<file path="src/rtl/cfs_pkg.sv">
// shared constants and the crc-8 byte step for the frame synchronizer
package cfs_pkg;

  localparam int unsigned BYTE_W           = 8;
  localparam int unsigned HEADER_W         = 16;
  localparam int unsigned FRAME_DATA_W     = 64;
  localparam int unsigned DEF_FRAME_BYTES  = 8;
  localparam int unsigned DEF_HEADER_BYTES = 2;

  localparam logic [BYTE_W-1:0] CRC_POLY = 8'h07;
  localparam logic [BYTE_W-1:0] CRC_MSB  = 8'h80;

  // one byte of crc-8 (poly 0x07, msb first), input already xored with the byte
  function automatic logic [BYTE_W-1:0] crc8_byte(input logic [BYTE_W-1:0] c_in);
    logic [BYTE_W-1:0] c;
    c = c_in;
    for (int b = 0; b < BYTE_W; b++) begin
      if ((c & CRC_MSB) != '0) begin
        c = (c << 1) ^ CRC_POLY;
      end else begin
        c = c << 1;
      end
    end
    return c;
  endfunction

endpackage

</file>
<file path="src/rtl/crc_checked_frame_synchronizer.sv">
// frame synchronizer: sliding byte window, header match and crc-8 check
// Window check: a byte that triggers a check runs one crc step per window byte in ST_CRC,
//   then a decision in ST_DONE that loads the output register on a match.
// Throughput: a byte with no check is taken every cycle; a checked byte holds
//   the input off until the crc pass and the decision are done, set by the single
//   byte-wide crc unit, and longer while a frame waits on a stalled output.
// Reset: rst_ni clears the fill count, lock, frame counter, header and output valid.
module crc_checked_frame_synchronizer #(
  parameter int unsigned FRAME_BYTES  = cfs_pkg::DEF_FRAME_BYTES,
  parameter int unsigned HEADER_BYTES = cfs_pkg::DEF_HEADER_BYTES
) (
  input  logic                               clk_i,
  input  logic                               rst_ni,
  // configuration: header_value
  input  logic                               cfg_we_i,
  input  logic [cfs_pkg::HEADER_W-1:0]       cfg_wdata_i,
  // input stream
  input  logic                               s_axis_tvalid_i,
  output logic                               s_axis_tready_o,
  input  logic [cfs_pkg::BYTE_W-1:0]         s_axis_tdata_i,   // [7:0] rx_byte
  // output stream
  output logic                               m_axis_tvalid_o,
  input  logic                               m_axis_tready_i,
  output logic [cfs_pkg::FRAME_DATA_W-1:0]   m_axis_tdata_o,   // [63:0] frame_data
  output logic                               m_axis_tuser_o    // [0] found_while_locked
);
  import cfs_pkg::*;

  localparam int unsigned IdxW = $clog2(FRAME_BYTES);
  localparam int unsigned CntW = $clog2(FRAME_BYTES + 1);
  localparam logic [IdxW-1:0] LastIdx = IdxW'(FRAME_BYTES - 1);
  localparam logic [CntW-1:0] FullCnt = CntW'(FRAME_BYTES);

  typedef enum logic [2:0] {
    ST_IDLE = 3'b001,
    ST_CRC  = 3'b010,
    ST_DONE = 3'b100
  } state_e;

  state_e                    state_q, state_d;
  logic [BYTE_W-1:0]         win_q [FRAME_BYTES];
  logic [CntW-1:0]           fill_q, fill_d;
  logic [CntW-1:0]           bsf_q, bsf_d;
  logic                      locked_q, locked_d;
  logic [IdxW-1:0]           idx_q, idx_d;
  logic [BYTE_W-1:0]         crc_q, crc_d;
  logic [HEADER_W-1:0]       header_q;
  logic                      m_valid_q, m_valid_d;
  logic [FRAME_DATA_W-1:0]   m_data_q;
  logic                      m_user_q;

  logic                      in_acc;
  logic                      load_out;
  logic                      hdr_ok;
  logic                      win_ok;
  logic [FRAME_DATA_W-1:0]   frame_pack;
  logic [CntW-1:0]           bsf_inc;

  assign s_axis_tready_o = (state_q == ST_IDLE);
  assign in_acc          = s_axis_tvalid_i & s_axis_tready_o;
  assign bsf_inc         = bsf_q + CntW'(1);

  // header register
  always_ff @(posedge clk_i or negedge rst_ni) begin
    if (!rst_ni) begin
      header_q <= '0;
    end else if (cfg_we_i) begin
      header_q <= cfg_wdata_i;
    end
  end

  // byte window, oldest byte at index 0
  always_ff @(posedge clk_i) begin
    if (in_acc) begin
      for (int i = 0; i < FRAME_BYTES - 1; i++) begin
        win_q[i] <= win_q[i+1];
      end
      win_q[FRAME_BYTES-1] <= s_axis_tdata_i;
    end
  end

  // header compare and packed frame
  always_comb begin
    hdr_ok = 1'b1;
    for (int i = 0; i < HEADER_BYTES; i++) begin
      if (win_q[i] != header_q[BYTE_W*(HEADER_BYTES-1-i) +: BYTE_W]) begin
        hdr_ok = 1'b0;
      end
    end
    frame_pack = '0;
    for (int i = 0; i < FRAME_BYTES; i++) begin
      frame_pack[BYTE_W*(FRAME_BYTES-1-i) +: BYTE_W] = win_q[i];
    end
  end

  assign win_ok   = hdr_ok & (crc_q == '0);
  assign load_out = (state_q == ST_DONE) & win_ok & (~m_valid_q | m_axis_tready_i);

  // sequencer: shift byte in, run crc over window one byte a cycle, then decide
  always_comb begin
    state_d   = state_q;
    fill_d    = fill_q;
    bsf_d     = bsf_q;
    locked_d  = locked_q;
    idx_d     = idx_q;
    crc_d     = crc_q;
    m_valid_d = m_valid_q & ~m_axis_tready_i;
    case (state_q)
      ST_IDLE: begin
        if (in_acc) begin
          idx_d = '0;
          crc_d = '0;
          if (fill_q != FullCnt) begin
            fill_d = fill_q + CntW'(1);
          end
          if (locked_q) begin
            if (bsf_inc >= FullCnt) begin
              bsf_d   = '0;
              state_d = ST_CRC;
            end else begin
              bsf_d = bsf_inc;
            end
          end else if (fill_d == FullCnt) begin
            state_d = ST_CRC;
          end
        end
      end
      ST_CRC: begin
        crc_d = crc8_byte(crc_q ^ win_q[idx_q]);
        if (idx_q == LastIdx) begin
          state_d = ST_DONE;
        end else begin
          idx_d = idx_q + IdxW'(1);
        end
      end
      ST_DONE: begin
        if (!win_ok) begin
          locked_d = 1'b0;
          state_d  = ST_IDLE;
        end else if (load_out) begin
          m_valid_d = 1'b1;
          locked_d  = 1'b1;
          bsf_d     = '0;
          state_d   = ST_IDLE;
        end
      end
      default: begin
        state_d = ST_IDLE;
      end
    endcase
  end

  // control registers
  always_ff @(posedge clk_i or negedge rst_ni) begin
    if (!rst_ni) begin
      state_q   <= ST_IDLE;
      fill_q    <= '0;
      bsf_q     <= '0;
      locked_q  <= 1'b0;
      idx_q     <= '0;
      crc_q     <= '0;
      m_valid_q <= 1'b0;
    end else begin
      state_q   <= state_d;
      fill_q    <= fill_d;
      bsf_q     <= bsf_d;
      locked_q  <= locked_d;
      idx_q     <= idx_d;
      crc_q     <= crc_d;
      m_valid_q <= m_valid_d;
    end
  end

  // output register
  always_ff @(posedge clk_i) begin
    if (load_out) begin
      m_data_q <= frame_pack;
      m_user_q <= locked_q;
    end
  end

  assign m_axis_tvalid_o = m_valid_q;
  assign m_axis_tdata_o  = m_data_q;
  assign m_axis_tuser_o  = m_user_q;

  // checks
  a_crc_ends: assert property (@(posedge clk_i) disable iff (!rst_ni)
    (state_q == ST_CRC && idx_q == LastIdx) |=> (state_q == ST_DONE))
    else $error("crc pass did not end after the last window byte");

  a_fill_sat: assert property (@(posedge clk_i) disable iff (!rst_ni)
    fill_q <= FullCnt)
    else $error("fill count past frame length");

  a_lock_full: assert property (@(posedge clk_i) disable iff (!rst_ni)
    locked_q |-> (fill_q == FullCnt && bsf_q < FullCnt))
    else $error("locked with partial window or bad frame counter");

  a_out_src: assert property (@(posedge clk_i) disable iff (!rst_ni)
    $rose(m_axis_tvalid_o) |-> ($past(state_q) == ST_DONE))
    else $error("output raised outside the decision step");

endmodule
</file>
<file path="config.mk">
export PLATFORM = sky130hd
export DESIGN_NAME = crc_checked_frame_synchronizer
export DESIGN_NICKNAME = d
export VERILOG_FILES = /design/src/rtl/cfs_pkg.sv /design/src/rtl/crc_checked_frame_synchronizer.sv
export SDC_FILE = /design/constraint.sdc
export NUM_CORES = 1
export LEC_CHECK = 0
export ABC_CLOCK_PERIOD_IN_PS = 13950
export BUFFER_PORTS_ARGS = -buffer_cell sky130_fd_sc_hd__buf_2
export CAP_MARGIN = 10
export CORE_MARGIN = 10
export CORE_UTILIZATION = 30
export CTS_CLUSTER_SIZE = 20
export DETAILED_ROUTE_END_ITERATION = 10
export GPL_TIMING_DRIVEN = 0
export SLEW_MARGIN = 25
export SYNTH_ARGS = -nofsm -noshare
export SYNTH_HDL_FRONTEND = slang
export SYNTH_SLANG_ARGS = --single-unit
</file>
<file path="constraint.sdc">
create_clock -name clk_i -period 13.95 [get_ports clk_i]
set_input_delay 0.6975 -clock clk_i [delete_from_list [all_inputs] [get_ports clk_i]]
set_output_delay 0.6975 -clock clk_i [all_outputs]
set_load 0.02 [all_outputs]
</file>
==> PnR_summary.wiki <==
{| class="wikitable"
! Metric !! Value
|-
| Status || finished, final reports clean
|-
| TritonCTS sink count || between 150 and 200
|-
| Share of flip-flops with an asynchronous set or reset || between 20% and 30%
|-
| Drt first-iter violations || 240
|-
| Number of iterations in the first detailed-routing pass || 4
|-
| Crit path launch || win_q[1][6]
|-
| Complex-gate fraction of the synthesized area || 2.73%
|-
| Sequential-to-total area share from yosys stat || 74.4%
|-
| Synth warnings || 0
|-
| Post-detailed-route wirelength per cell || roughly 19 um
|-
| Hold_buf cts || 0
|-
| Chip height || 168 um
|-
| CTS tree || yes
|-
| Via count of the first global-routing pass || ~3800
|-
| Final design area excluding fillers || a little over 8000 um^2
|-
| Resize count post-CTS || 0
|-
| Clock power frac || a little under two fifths
|-
| Pwr per Cell Area || roughly 160 nW/um^2
|-
| Number of instances in the synthesized netlist || between 300 and 400
|-
| Shortest clock period the worst path allows after layout || between 3000 and 4000 ps
|-
| Setup slack after placement || between 10000 and 15000 ps
|-
| Global-route total usage across every layer || a little over a tenth
|-
| CP Data Arrival Time || approximately 3300 ps
|-
| Post-DP HPWL || about 10000 um
|-
| Deepest clock path buffer count || 2
|-
| CP max-delay cell || nor3_2
|-
| Cells taking the most area after synthesis || edfxtp_1, dfrtp_1, mux4_2
|-
| Post-synthesis to final-layout area growth || 22.9%
|-
| Final global-route overflow total || 0
|-
| Internal power contribution || roughly 0.00096 W
|-
| Post-placement cell area || ~7400 um^2
|-
| Fraction of final layout cells with drive strength greater than 1 || a little over a third
|-
| Number of flops mapped to enable cells by yosys || approximately 130
|-
| Layout Skew || 10.8 ps
|-
| Total of fill cells in the finished design || 2047
|-
| Fraction of the cycle the final worst path needs || a little under a quarter
|-
| Number of maximum-capacitance violations || 0
|-
| Number of nets in the finished design || about 510
|-
| Worst setup SP type || register
|-
| Max-Slew Margin vs Limit || 49.0%
|-
| Switching power share of the total || 24.2%
|-
| Final setup violating endpoints || 0
|-
| Routability-driven placement congestion ratio || 0.787
|-
| Maximum number of pins on one net before global-route repair || between 70 and 80
|-
| CP Cell Sequence || xnor2_1 -> nand4_1 -> nor3_1 -> nand2_1 -> nor3_2 -> buf_4 -> buf_4 -> buf_4
|-
| Synth Register Bits || 169
|-
| Max VDD drop || about 0.000094 V
|-
| Num rows || 54
|-
| Number of buffers added by the clock tree synthesis step || 17
|-
| Wire length of the first global-routing pass || between 20000 and 25000 um
|-
| Area leader, netlist || edfxtp_1
|-
| Most frequent cell on the critical path || buf_4
|-
| Worst slack on hold paths || between 200 and 300 ps
|-
| Critical path buffers and inverters || 3
|-
| Clock root buffer || clkbuf_16
|-
| Prevailing post-synth register cell || edfxtp_1
|-
| Number of H-tree branching levels || 4
|-
| Worst-case setup margin in the final layout || about 11000 ps
|-
| Kind of capture point of the worst setup path || register
|-
| I/O pin cnt || 96
|-
| Input/output buffers || 94
|-
| Setup repair after global routing missed its margin || no
|-
| Top-area cell type share of the netlist area || approximately 59%
|-
| Worst skew pair latency || 420 ps
|-
| Combinational share of power || about a tenth
|-
| Summed instance area of the synthesized netlist || about 6600 um^2
|-
| Most common library cell in the layout ignoring fill and taps || edfxtp_1
|-
| Adder-cell share of the synthesized area || less than 1%
|-
| Area of the die || around 28000 um^2
|-
| Critical path's largest stage delay || between 500 and 600 ps
|-
| Multiplexer area fraction after synthesis || 10.6%
|-
| Total DRC errors in the routed layout || 0
|-
| Crit-path max FO || 9
|-
| Sw power || roughly 0.00031 W
|-
| Clock transition at the register clock pins on the worst setup and hold paths after CTS || 60 ps
|-
| Kind of critical path || reg -> reg
|-
| Final std cells w/o fill || 765
|-
| Xor/xnor share of the synthesized area || under 10%
|-
| Simple-Gate Fraction of Synth Area || between 3 and 4%
|-
| Number of hold violations in the final report || 0
|-
| Leakage power total || approximately 3 nW
|-
| Final total negative setup slack || 0 ps
|-
| DIE WIDTH || 168 um
|-
| Largest family of logic cells by synthesized area || multiplexers
|-
| Worst-margin pin slew || 765 ps
|-
| Worst Path Required || between 10000 and 15000 ps
|-
| Antenna-violating nets left || 0
|-
| Register share of total power || between 50% and 60%
|-
| Mapped Avg Cell Area || 18.7 um^2
|-
| Most used cells in the layout excluding fill and tap cells || edfxtp_1, buf_2, dfrtp_1
|-
| Routed via count || ~3500
|-
| Number of antenna violations at the first check in global routing || 4
|-
| Cell family contributing the most delay on the critical path || simple AND/OR/NAND/NOR gates
|-
| Net count after synthesis || 385
|-
| Effective utilization at floorplan || between 30% and 40%
|-
| Worst hold path type || in -> async
|-
| Routed wire length || around 15000 um
|-
| F_max || between 300 and 400 MHz
|-
| Number of distinct library cell variants in the gate-level netlist after synthesis || 45
|-
| Post-CTS repair timing setup buffer count || 0
|-
| Launching point of the worst reg2reg path || win_q[1][6]
|-
| Routed via count divided by cell count || 4.52
|-
| Number of slew-limit violations in the final report || 0
|-
| Placed Instances || 732
|-
| Core box area || 21600 um^2
|}
## worst reg2reg max path, delay by kind of cell (launching register included)
kind,cells,cell delay (ps)
buf+inv,3,700
flops,1,490
simple gates,4,1440
xor+xnor,1,210
## Yosys cell counts, types with 2 or more instances
| master | count |
|---|---|
| a31oi_1 | 2 |
| nor2_1 | 10 |
| a22o_1 | 2 |
| o21ai_1 | 5 |
| buf_2 | 2 |
| mux4_1 | 5 |
| o21ai_0 | 7 |
| xor2_1 | 12 |
| o31ai_1 | 4 |
| mux2_2 | 19 |
| nor2b_1 | 4 |
| mux2i_1 | 8 |
| mux2i_4 | 2 |
| mux4_2 | 10 |
| nor3b_1 | 2 |
| nor4_1 | 3 |
| inv_1 | 4 |
| nand3_1 | 11 |
| buf_6 | 2 |
| dfrtp_1 | 39 |
| xor2_2 | 2 |
| edfxtp_1 | 129 |
| nand4_1 | 3 |
| ha_1 | 5 |
| nand2_1 | 12 |
| clkbuf_1 | 3 |
| nor3_1 | 3 |
| xnor2_1 | 24 |
## metal layers
metal / track usage (%) / routed length [um] / up-vias
met1: 13.1 / 6540 / 1769
li1: - / - / 1598
met4: 2.84 / 114 / 4
met5: 0 / 23 / -
met2: 16.8 / 7190 / 76
met3: 4.12 / 795 / 12
## cells by family after synthesis
logic type	count (synthesis)
AOI/OAI and AO/OA	27
xor gates and xnor gates	40
adders and majority gates	5
buffers and inverters	14
DFF	169
muxes	44
and+or+nand+nor	52
## cell type report
class / count / area (um^2) / area share (%)
Clock inverter: 8 / 109 / 1.35
Antenna cell: 1 / 2.50 / 0.0311
Multi-Input combinational cell: 168 / 1590 / 19.8
Tap cell: 280 / 350 / 4.35
Timing Repair Buffer: 101 / 526 / 6.53
Buffer: 9 / 67.6 / 0.839
Sequential cell: 169 / 4880 / 60.6
Clock buffer: 24 / 504 / 6.26
Inverter: 5 / 23.8 / 0.295
## power by group through the flow
stage                     registers, W  logic [W]  clock network (W)
after floorplan               0.000644   0.000103                  0
after global placement        0.000657   0.000129                  0
after detailed placement      0.000659   0.000136                  0
after CTS                     0.000649   0.000137           0.000498
after global routing          0.000656   0.000151           0.000518
final                         0.000648   0.000135           0.000485
## stage by stage
stage	util (%)	total power (W)
floorplan	-	0.000747
global placement	34.1	0.000786
detailed placement	34.4	0.000795
CTS	37.2	0.00128
global route	37.2	0.00132
finish	37.2	0.00127
## state kept, by name, summed over array words and instances (netlist names), 3 cells and up
| register | cells |
|---|---|
| m_axis_tdata_o | 64 |
| bsf_q | 4 |
| header_q | 16 |
| idx_q | 3 |
| fill_q | 4 |
| win_q | 64 |
| crc_q | 8 |
| state_q | 3 |
## worst paths after layout
check / to / slack [ps] / cells past startpoint
max in group asynchronous: crc_q[5] / 13310 / 1
min in group clk_i: win_q[7][2] / 450 / 1
min reg2reg: m_axis_tdata_o[12] / 480 / 0
min: header_q[14] / 270 / 1
max reg2reg: m_axis_tdata_o[12] / 10800 / 8
max: m_axis_tdata_o[12] / 10800 / 8
Note: power is estimated with default switching activity, not from simulation.
